File: config.mk
export PLATFORM = sky130hd
export DESIGN_NAME = c3zp_out_fifo
export DESIGN_NICKNAME = d
export VERILOG_FILES = /design/src/design/c3zp_pkg.sv /design/src/design/c3zp_out_fifo.sv
export SDC_FILE = /design/constraint.sdc
export NUM_CORES = 1
export LEC_CHECK = 0
export BUFFER_PORTS_ARGS = -buffer_cell sky130_fd_sc_hd__buf_2
export CAP_MARGIN = 20
export CORE_MARGIN = 1
export CORE_UTILIZATION = 30
export CTS_CLUSTER_SIZE = 24
export DETAILED_ROUTE_END_ITERATION = 8
export PLACE_DENSITY = 0.42
export SLEW_MARGIN = 20
export SYNTH_ARGS = -nofsm -noshare
export SYNTH_HDL_FRONTEND = slang
export SYNTH_SLANG_ARGS = --single-unit
File: constraint.sdc
create_clock -name aclk -period 5.15 [get_ports aclk]
set_input_delay 0.2575 -clock aclk [delete_from_list [all_inputs] [get_ports aclk]]
set_output_delay 0.2575 -clock aclk [all_outputs]
set_load 0.05 [all_outputs]
File: src/design/c3zp_pkg.sv
// shared constants, register codes and types of the 3x3 convolution stream
package c3zp_pkg;

    localparam int DEF_MAX_WIDTH  = 1024;
    localparam int DEF_PIXEL_BITS = 16;

    localparam int COEF_BITS      = 16;
    localparam int OUT_BITS       = 35;
    localparam int CFG_BITS       = 48;
    localparam int WIDTH_BITS     = 11;
    localparam int HEIGHT_BITS    = 13;
    localparam int CFG_INDEX_BITS = 3;

    localparam int FIFO_DEPTH     = 8;
    localparam int PTR_BITS       = $clog2(FIFO_DEPTH);

    // register indexes
    localparam logic [CFG_INDEX_BITS-1:0] REG_IMAGE_WIDTH   = 3'd0;
    localparam logic [CFG_INDEX_BITS-1:0] REG_IMAGE_HEIGHT  = 3'd1;
    localparam logic [CFG_INDEX_BITS-1:0] REG_COEF_ROW_LOW  = 3'd2;
    localparam logic [CFG_INDEX_BITS-1:0] REG_COEF_ROW_MID  = 3'd3;
    localparam logic [CFG_INDEX_BITS-1:0] REG_COEF_ROW_HIGH = 3'd4;

    // reset values
    localparam logic [WIDTH_BITS-1:0]  RST_IMAGE_WIDTH  = 11'd1024;
    localparam logic [HEIGHT_BITS-1:0] RST_IMAGE_HEIGHT = 13'd768;
    localparam logic [CFG_BITS-1:0]    RST_COEF_LOW     = 48'd0;
    localparam logic [CFG_BITS-1:0]    RST_COEF_MID     = 48'd65536;
    localparam logic [CFG_BITS-1:0]    RST_COEF_HIGH    = 48'd0;

    typedef logic signed [COEF_BITS-1:0] coef_t;

    // sideband that travels with a window through the multiply pipeline
    typedef struct packed {
        logic valid;
        logic last;
    } tag_t;

    typedef struct packed {
        logic [OUT_BITS-1:0] filtered;
        logic                last;
    } out_word_t;

endpackage

File: src/design/c3zp_out_fifo.sv
// small output queue that parts the pipeline from the result channel
module c3zp_out_fifo (
    input  logic                          aclk,
    input  logic                          aresetn,
    input  logic                          push,
    input  c3zp_pkg::out_word_t           push_word,
    input  logic                          pop,
    output logic                          valid,
    output c3zp_pkg::out_word_t           head,
    output logic [c3zp_pkg::PTR_BITS:0]   count
);
    import c3zp_pkg::*;

    out_word_t fifo_mem [FIFO_DEPTH];

    logic [PTR_BITS-1:0] wr_ptr_reg;
    logic [PTR_BITS-1:0] rd_ptr_reg;
    logic [PTR_BITS:0]   count_reg;
    logic [PTR_BITS:0]   count_next;

    always_ff @(posedge aclk) begin
        if (push) begin
            fifo_mem[wr_ptr_reg] <= push_word;
        end
    end

    always_comb begin
        count_next = count_reg;
        if (push && !pop) begin
            count_next = count_reg + (PTR_BITS+1)'(1);
        end else if (pop && !push) begin
            count_next = count_reg - (PTR_BITS+1)'(1);
        end
    end

    always_ff @(posedge aclk) begin
        if (!aresetn) begin
            wr_ptr_reg <= '0;
            rd_ptr_reg <= '0;
            count_reg  <= '0;
        end else begin
            if (push) begin
                wr_ptr_reg <= wr_ptr_reg + PTR_BITS'(1);
            end
            if (pop) begin
                rd_ptr_reg <= rd_ptr_reg + PTR_BITS'(1);
            end
            count_reg <= count_next;
        end
    end

    assign valid = (count_reg != '0);
    assign head  = fifo_mem[rd_ptr_reg];
    assign count = count_reg;

endmodule

======== After elaboration in Yosys (flattened, before gate mapping) ========
Memories as Yosys holds them, arrays and structs flattened. A register that Yosys moved wholly into a read port is not among the register bits.
Cells that the tools add are included.
cells by class
  add/sub/neg operators ................... 4
  multiplexer cells ....................... 6
  reduce and logical (&&, ||, !) cells .... 6
operators by type and width
  operator                                                             number
  4-bit 2-to-1 mux                                                     2
  3-bit by 1-bit adder with 3-bit output (second input constant)       2
  3-bit 2-to-1 mux                                                     2
  4-bit by 1-bit adder with 4-bit output (second input constant)       1
  4-bit nonzero test                                                   1
  4-bit by 1-bit subtractor with 4-bit output (second input constant)  1
  1-bit logical AND                                                    2
  1-bit logical NOT                                                    2
  1-bit 2-to-1 mux                                                     2
  2-bit nonzero test                                                   1
word-level totals
  register bits ........................... 10
  memory bits (writable) .................. 288
  output and inout port bits .............. 41
  word-level logic and storage cells ...... 20
  memories kept ........................... 1
memories
  name      depth  bits a word  read ports  clocked after memory_dff  write ports  line                 text
  fifo_mem  8      36           1           1                         1            c3zp_out_fifo.sv:14  out_word_t fifo_mem [FIFO_DEPTH];

======== Logic depth before layout (Yosys ltp) ========
Gate-level depths: netlist of the first run.
  depth after elaboration ................. 4
  depth in mapped cells ................... 8
  depth with buffers taken out ............ 8

======== Worst setup path before layout of the first run ========
Ideal clock, no wire load.
  path type ............................... reg-to-reg
  from .................................... reg wr_ptr_reg[2]
  to ...................................... mem fifo_mem[0][0] in the netlist's numbering (enable)
  library setup time ...................... 0.474 ns
  arrival ................................. 2.970 ns
  setup slack ............................. 1.706 ns
  cell stages (with the launch flop) ...... 3
  period minus slack after synthesis ...... 3.444 ns
  cells stage by stage .................... dfxtp_1 -> nand2b_1 -> nor3_1
RTL lines
  what                    line                 text
  from (decl)             c3zp_out_fifo.sv:16  logic [PTR_BITS-1:0] wr_ptr_reg;
  from (signal assigned)  c3zp_out_fifo.sv:43  wr_ptr_reg <= wr_ptr_reg + PTR_BITS'(1);
  to (decl)               c3zp_out_fifo.sv:14
Straight into the memory's write port.

==> reports/qor_table.md, run 1 <==
| Item | This run | Unit |
|:---|:---|:---|
| Run status | completed | - |
| Number of cells in the design after placement | 1071 | - |
| Highest Clock Rate | 0.2950 | GHz |
| Number of cells produced by synthesis | 484 | - |
| Number of nets in the finished design | 641 | - |
| Remaining max-slew budget at the tightest pin | 28.50 | % |
| Endpoints failing hold | 0 | - |
| Fraction of the mapped netlist area in simple logic gates | 1.356 | % |
| Clock network latency to the later pin of the worst-skew pair | 0.51 | ns |
| Number of distinct standard cells referenced by the synthesized netlist | 26 | - |
| Main combinational cell family by area after synthesis | multiplexers | - |
| Data arrival time of the critical path | 3.13 | ns |
| Number of CTS-inserted buffers | 35 | - |
| Class of the most critical hold timing path | in -> reg | - |
| Number of DRC markers after the initial detailed-route iteration | 208 | - |
| Nature of the critical path endpoint | output port | - |
| Global route total overflow | 0 | - |
| Weighted congestion reported at the end of routability-driven placement | 0.6483 | - |
| Syn_nets | 530 | - |
| Fraction of the mapped netlist area in adder cells | 0.7048 | % |
| Share of post-route cells with drive strength above 1 | 29.77 | % |
| Buffer count from post-CTS setup fixing | 0 | - |
| Areal power density over the cells | 417.3 | mW/mm² |
| Most frequent cells in the layout | sky130_fd_sc_hd__edfxtp_1 (288), sky130_fd_sc_hd__buf_2 (80), sky130_fd_sc_hd__mux4_1 (72) | - |
| Max Root-Sink Buffers | 3 | - |
| Share of the synthesized area in compound gates (AO/OA/AOI/OAI) | 0.2029 | % |
| Number of warnings reported in the yosys synthesis log | 0 | - |
| Total die area | 0.03985 | mm² |
| Ratio of routed vias to standard cells | 4.588 | - |
| Global-route wire length before repair | 36160 | µm |
| Detailed-route DRC error count | 0 | - |
| Final Instance Count excl. Fillers | 1137 | - |
| I/O pin count | 81 | - |
| Xor/xnor share of the synthesized area | 0.4485 | % |
| Cell row count | 72 | - |
| Critical path class | reg -> out | - |
| Effective utilization at floorplan | 30.39 | % |
| Total detailed-routing wirelength | 24790 | µm |
| Area of the core region | 0.03856 | mm² |
| Part of the Yosys area used for sequential elements | 76.04 | % |
| RSZ-0062 raised after global routing | no | - |
| Sinks on the clock net | 301 | - |
| HPWL after detailed placement | 13090 | µm |
| Initial antenna violation count | 3 | - |
| Leading cell type in the layout, fill and taps excluded | sky130_fd_sc_hd__edfxtp_1 | - |
| Aggregate negative setup slack | 0 | ns |
| Worst-path fanout max | 55 | - |
| Mean cell area of the mapped netlist | 24.21 | µm² |
| Tightest Pin Transition | 1.072 | ns |
| Number of filler cells placed in the layout | 3598 | - |
| Global routing usage summed across all routing layers | 12.67 | % |
| Clk Tree Root Cell | sky130_fd_sc_hd__clkbuf_16 | - |
| Residual antenna-violating net count after detailed routing | 0 | - |
| Number of iterations in the first detailed-routing pass | 6 | - |
| Worst path required time | 4.89 | ns |
| Worst Setup Start Kind | flip-flop | - |
| Part of the cycle the worst path needs | 65.81 | % |
| Setup-violating endpoint count in the final report | 0 | - |
| Total number of H-tree levels | 2 | - |
| Synthesized area | 0.01172 | mm² |
| Post-route clock skew | 0.01512 | ns |
| Number of slew-limit violations in the final report | 0 | - |
| Post-synthesis sequential element count | 301 | - |
| Post-DR wirelength/cell | 21.80 | µm |
| IO Port Bufs | 80 | - |
| Y dimension of the die | 199.6 | µm |
| X dimension of the die | 199.6 | µm |
| Vias in the first global route | 5657 | - |
| Count of max-cap constraint violations | 0 | - |
| PostCTS Resize Cnt | 0 | - |
| Pin count of the biggest net entering global routing | 73 | - |
| Fraction of synthesized area in multiplexers | 19.95 | % |
| Total vias in the final route | 5217 | - |
| Flip-flop count of the largest register after layout | 288 | - |
| TritonCTS clock tree | built | - |
| Final Critical Period | 3.389 | ns |
| Hold bufs inserted after CTS | 5 | - |
| Peak supply drop | 0.2004 | mV |
| Clock transition at the register clock pins on the worst setup and hold paths after CTS | 0.06 | ns |
| Area added between synthesis and finish | 18.96 | % |
| Reported leakage power | 0.004610 | µW |
## cells by family after synthesis
group           Yosys count
flops                   301
fa+ha+maj                 6
mux                     112
xor+xnor                  6
compound gates            4
simple gates             31
buf+inv                  24
## cell usage after synthesis
cell                         n  area [µm²]
sky130_fd_sc_hd__buf_1       8       30.03
sky130_fd_sc_hd__xor2_1      2       17.52
sky130_fd_sc_hd__or4_1       1       7.510
sky130_fd_sc_hd__nor3_1      2       10.01
sky130_fd_sc_hd__mux2i_1     4       40.04
sky130_fd_sc_hd__xnor2_1     4       35.03
sky130_fd_sc_hd__clkbuf_1    4       15.01
sky130_fd_sc_hd__inv_1       2       7.510
sky130_fd_sc_hd__a211oi_1    1       7.510
sky130_fd_sc_hd__mux2_2     36       405.4
sky130_fd_sc_hd__fa_1        1       20.02
sky130_fd_sc_hd__nor2_1      7       26.28
sky130_fd_sc_hd__nand2_1     6       22.52
sky130_fd_sc_hd__nand2b_1    4       25.02
sky130_fd_sc_hd__nor2b_1     3       18.77
sky130_fd_sc_hd__edfxtp_1  288        8648
sky130_fd_sc_hd__nand3_1     1       5.000
sky130_fd_sc_hd__clkbuf_2    2       10.01
sky130_fd_sc_hd__a21oi_1     1       5.000
sky130_fd_sc_hd__mux4_1     72        1892
sky130_fd_sc_hd__buf_6       8       90.09
sky130_fd_sc_hd__a31oi_1     1       6.260
sky130_fd_sc_hd__ha_1        5       62.56
sky130_fd_sc_hd__dfxtp_1    13       260.3
sky130_fd_sc_hd__and2_1      7       43.79
sky130_fd_sc_hd__o21ai_0     1       5.000
## critical path, cell delays in order (launching register included)
cell	delay, ns
sky130_fd_sc_hd__dfxtp_4	1.02
sky130_fd_sc_hd__buf_4	0.45
sky130_fd_sc_hd__mux4_1	0.60
sky130_fd_sc_hd__mux2_2	0.29
sky130_fd_sc_hd__buf_2	0.21
## through the flow
step | setup slack [ns] | power [µW] | cell area [µm²] | hold WS, ns | utilization (%)
2_1_floorplan | 1.706 | 3292 | 11720 | 0.3564 | -
3_3_place_gp | 2.236 | 3457 | 12770 | 0.4764 | 33.11
3_5_place_dp | 2.221 | 3467 | 12770 | 0.4805 | 33.11
4_1_cts | 1.667 | 5900 | 13930 | 0.0008424 | 36.14
5_1_grt | 1.604 | 6023 | 13930 | 0.01515 | 36.14
6_report | 1.761 | 5816 | 13940 | 0.02113 | 36.15
## power breakdown
group | total (µW) | internal [µW] | switching (µW) | leakage, µW
clock | 2410 | 1480 | 934 | 0.000546
combinational | 584 | 214 | 370 | 0.00134
sequential | 2820 | 2750 | 64.8 | 0.00272
total | 5820 | 4450 | 1370 | 0.00461
## final cells by class
| cell class | instances | area [µm²] | area share [%] |
|---|---|---|---|
| tap | 518 | 648.1 | 4.650 |
| antenna | 1 | 2.502 | 0.01795 |
| clock inverter | 16 | 187.7 | 1.347 |
| inverter | 2 | 7.507 | 0.05386 |
| sequential | 301 | 8917 | 63.98 |
| multi-input combinational | 159 | 2710 | 19.45 |
| timing repair buffer | 96 | 533.0 | 3.824 |
| clock buffer | 44 | 930.9 | 6.679 |
## path summary, 6_finish.rpt
check / from / endpoint / slack (ns) / cells after the start
max: flip-flop / head[14] / 1.76 / 4
min: push_word[11] / fifo_mem[4][11] / 0.02 / 1
max reg2reg: wr_ptr_reg[0] / fifo_mem[5][17] / 2.90 / 3
min reg2reg: count[3] / count[3] / 0.49 / 2
## metal layers
metal  vias up  track usage [%]  wire, µm
met2       102            22.15     12540
met3        43            2.852      1145
met4         4            3.704       504
li1       2323                -         -
met5         -                0        27
met1      2745            15.59     10580
No activity file was read; power rests on OpenSTA's default activity.
==> run 2, diff against run 1 <==
Settings changed: ABC_AREA from default to 1.
Clock period 5.15 ns to 3.4 ns, I/O delays scaled along.
==> run 2 against run 1 <==
Net effect:
- combinational power is 100% higher
- die area is 3.0% higher
- final cell count is 51% higher
- first-iteration DRC count is 130% higher
- critical path type unchanged
- largest power group unchanged
==> reports/qor_table.md, run 2 <==
| Item | This run | Unit |
|:---|:---|:---|
| Run status | completed | - |
| Class of the most critical hold timing path | in -> reg | - |
| Final WS setup | 0.7362 | ns |
| Post-synth EDFFs | 288 | - |
| Cell-by-cell trace of the critical path | inv_4 -> buf_4 -> o21ai_0 -> nand2_1 -> nand2_1 -> nand2_1 -> buf_2 | - |
| Biggest cell delay along the critical path | 0.53 | ns |
| Most numerous cell types in the synthesized netlist | sky130_fd_sc_hd__nor2_1 (307), sky130_fd_sc_hd__edfxtp_1 (288), sky130_fd_sc_hd__nand2_1 (196) | - |
| Ratio of routed vias to standard cells | 4.438 | - |
| Detailed-route DRC error count | 0 | - |
| Flip-flop count of the largest register after layout | 288 | - |
| Part of the Yosys area used for sequential elements | 73.83 | % |
| Number of nets in the finished design | 1213 | - |
| Critical path class | reg -> out | - |
| Leading cell type by number of instances after synthesis | sky130_fd_sc_hd__nor2_1 | - |
| Data arrival time of the critical path | 2.49 | ns |
| Synthesized area | 0.01207 | mm² |
| Antenna Cells | 0 | - |
| Number of cells produced by synthesis | 1042 | - |
| Effective utilization at floorplan | 30.37 | % |
| R2R Setup Slk | 1.39 | ns |
| Post-route clock skew | 0.01241 | ns |
| Total detailed-routing wirelength | 30700 | µm |
| Nature of the critical path endpoint | output port | - |
| Worst Setup Start Kind | flip-flop | - |
| Overall power after layout | 8899 | µW |
| Worst-path fanout max | 74 | - |
| Buffers and inverters on the worst path | 3 | - |
| RSZ-0062 raised after global routing | no | - |
| Clock transition at the register clock pins on the worst setup and hold paths after CTS | 0.06 | ns |
| Dominant delay contributor by cell family on the critical path | buffers and inverters | - |
| Highest Clock Rate | 0.3754 | GHz |
| Areal power density over the cells | 611.5 | mW/mm² |
| PostCTS Resize Cnt | 0 | - |
| Global-route wire length before repair | 46620 | µm |
| Most frequent cells in the layout | sky130_fd_sc_hd__nor2_1 (299), sky130_fd_sc_hd__edfxtp_1 (288), sky130_fd_sc_hd__nand2_1 (196) | - |
| Count of max-cap constraint violations | 0 | - |
| Total die area | 0.04103 | mm² |
| X dimension of the die | 202.6 | µm |
| Global route total overflow | 0 | - |
| Syn_nets | 1088 | - |
| Endpoints failing hold | 0 | - |
| Hold Path End | fifo_mem[1][10] | - |
| Weighted congestion reported at the end of routability-driven placement | 0.6949 | - |
| Area added between synthesis and finish | 20.61 | % |
| CP max-delay cell | sky130_fd_sc_hd__inv_4 | - |
| Residual antenna-violating net count after detailed routing | 0 | - |
| Number of iterations in the first detailed-routing pass | 4 | - |
| Source of the worst hold timing path | push_word[10] | - |
| Cell depth of the worst min-delay path | 2 | - |
| Buffer count from post-CTS setup fixing | 0 | - |
| Reported leakage power | 0.005359 | µW |
| Mean cell area of the mapped netlist | 11.58 | µm² |
| Reg-to-reg critical path endpoint | fifo_mem[1][22] | - |
| CP most frequent cell | sky130_fd_sc_hd__nand2_1 | - |
| Area after DPL | 0.01309 | mm² |
| Vias in the first global route | 7435 | - |
| Top post-synthesis cells by area | sky130_fd_sc_hd__edfxtp_1 (72%), sky130_fd_sc_hd__nor2_1 (9.5%), sky130_fd_sc_hd__nand2_1 (6.1%) | - |
| I/O pin count | 81 | - |
| Post-Place Worst Slack | 1.241 | ns |
| Part of the cycle the worst path needs | 78.35 | % |
| Share of synthesized flip-flops with an asynchronous set or reset | 0 | % |
| Depth of the most critical reg-to-reg path | 3 | - |
| Aggregate negative setup slack | 0 | ns |
| Post-DR wirelength/cell | 17.88 | µm |
| Startpoint of the worst register-to-register path | wr_ptr_reg[0] | - |
| Worst path required time | 3.23 | ns |
| Number of DRC markers after the initial detailed-route iteration | 473 | - |
| Cell row count | 73 | - |
| Clk Tree Root Cell | sky130_fd_sc_hd__clkbuf_16 | - |
| IO Port Bufs | 80 | - |
| Design Area, Final | 0.01455 | mm² |
| Number of slew-limit violations in the final report | 0 | - |
| Area of the core region | 0.03973 | mm² |
| Leading cell type in the layout, fill and taps excluded | sky130_fd_sc_hd__nor2_1 | - |
| HPWL after detailed placement | 16000 | µm |
| Remaining max-slew budget at the tightest pin | 36.52 | % |
| Tightest Pin Transition | 0.9522 | ns |
| Peak supply drop | 0.2795 | mV |
| Share of post-route cells with drive strength above 1 | 13.59 | % |
| Most area-hungry cell type in the Yosys netlist | sky130_fd_sc_hd__edfxtp_1 | - |
| Clock network latency to the later pin of the worst-skew pair | 0.51 | ns |
| Initial antenna violation count | 0 | - |
| Top-area cell type share of the netlist area | 71.67 | % |
| Total number of H-tree levels | 2 | - |
| Max Root-Sink Buffers | 3 | - |
| Number of CTS-inserted buffers | 35 | - |
| Number of warnings reported in the yosys synthesis log | 0 | - |
| TritonCTS clock tree | built | - |
| Hold bufs inserted after CTS | 41 | - |
| Pin count of the biggest net entering global routing | 145 | - |
| Total vias in the final route | 7620 | - |
| Setup-violating endpoint count in the final report | 0 | - |
| Global routing usage summed across all routing layers | 15.05 | % |
| Y dimension of the die | 202.6 | µm |
| Dominant register cell in the synthesized netlist | sky130_fd_sc_hd__edfxtp_1 | - |
| Number of distinct standard cells referenced by the synthesized netlist | 22 | - |
| Post-synthesis sequential element count | 301 | - |
| Final Critical Period | 2.664 | ns |
| Sinks on the clock net | 301 | - |
-- run 2: per-layer routing --
layer / up-vias / GRT usage, % / share of wire (%)
met3: 36 / 2.665 / 4.3
met4: 0 / 4.135 / 1.6
met2: 124 / 24.28 / 47
li1: 3801 / - / -
met5: - / 0 / 0
met1: 3659 / 20.77 / 47
-- run 2: logic make-up (layout without fill, tap and decap cells) --
logic type,after synthesis,after routing,share of synthesized area (%)
and+or+nand+nor,509,509,15.92
DFF,301,301,73.83
AOI/OAI and AO/OA,156,156,6.470
buffers and inverters,68,218,2.955
adders and majority gates,6,6,0.6844
xor gates and xnor gates,2,2,0.1452
-- run 2: layout make-up --
class / count / area, µm²
fill: 3937 / 25180
sequential: 301 / 8915
multi-input combinational: 673 / 2861
timing repair buffer: 141 / 1011
clock buffer: 44 / 909.6
tap: 525 / 656.9
clock inverter: 18 / 141.4
inverter: 15 / 58.81
-- run 2: power by group --
group	internal (µW)	leakage (µW)	switching, µW
Clock	2050	0.000514	1470
Combinational	308	0.00212	885
Sequential	4160	0.00272	28.5
-- run 2: worst max-delay path by stage --
stage | start | endpoint | slack, ns | cells past startpoint
2_1_floorplan | wr_ptr_reg[0] | fifo_mem[0][0] | 0.79 | 2
3_3_place_gp | flip-flop | head[21] | 1.24 | 7
3_5_place_dp | flip-flop | head[19] | 1.24 | 7
4_1_cts | flip-flop | head[19] | 0.69 | 7
5_1_grt | flip-flop | head[21] | 0.52 | 7
6_report | flip-flop | head[21] | 0.74 | 7
-- run 2: metrics by stage --
step	hold WS (ns)	std cells	utilization [%]
floorplan	0.2689	1042	-
CTS	0.4406	1717	36.63
global route	0.4786	1717	36.63
finish	0.4646	1717	36.63
detailed placement	0.4550	1614	32.95
global placement	0.4532	1614	32.95
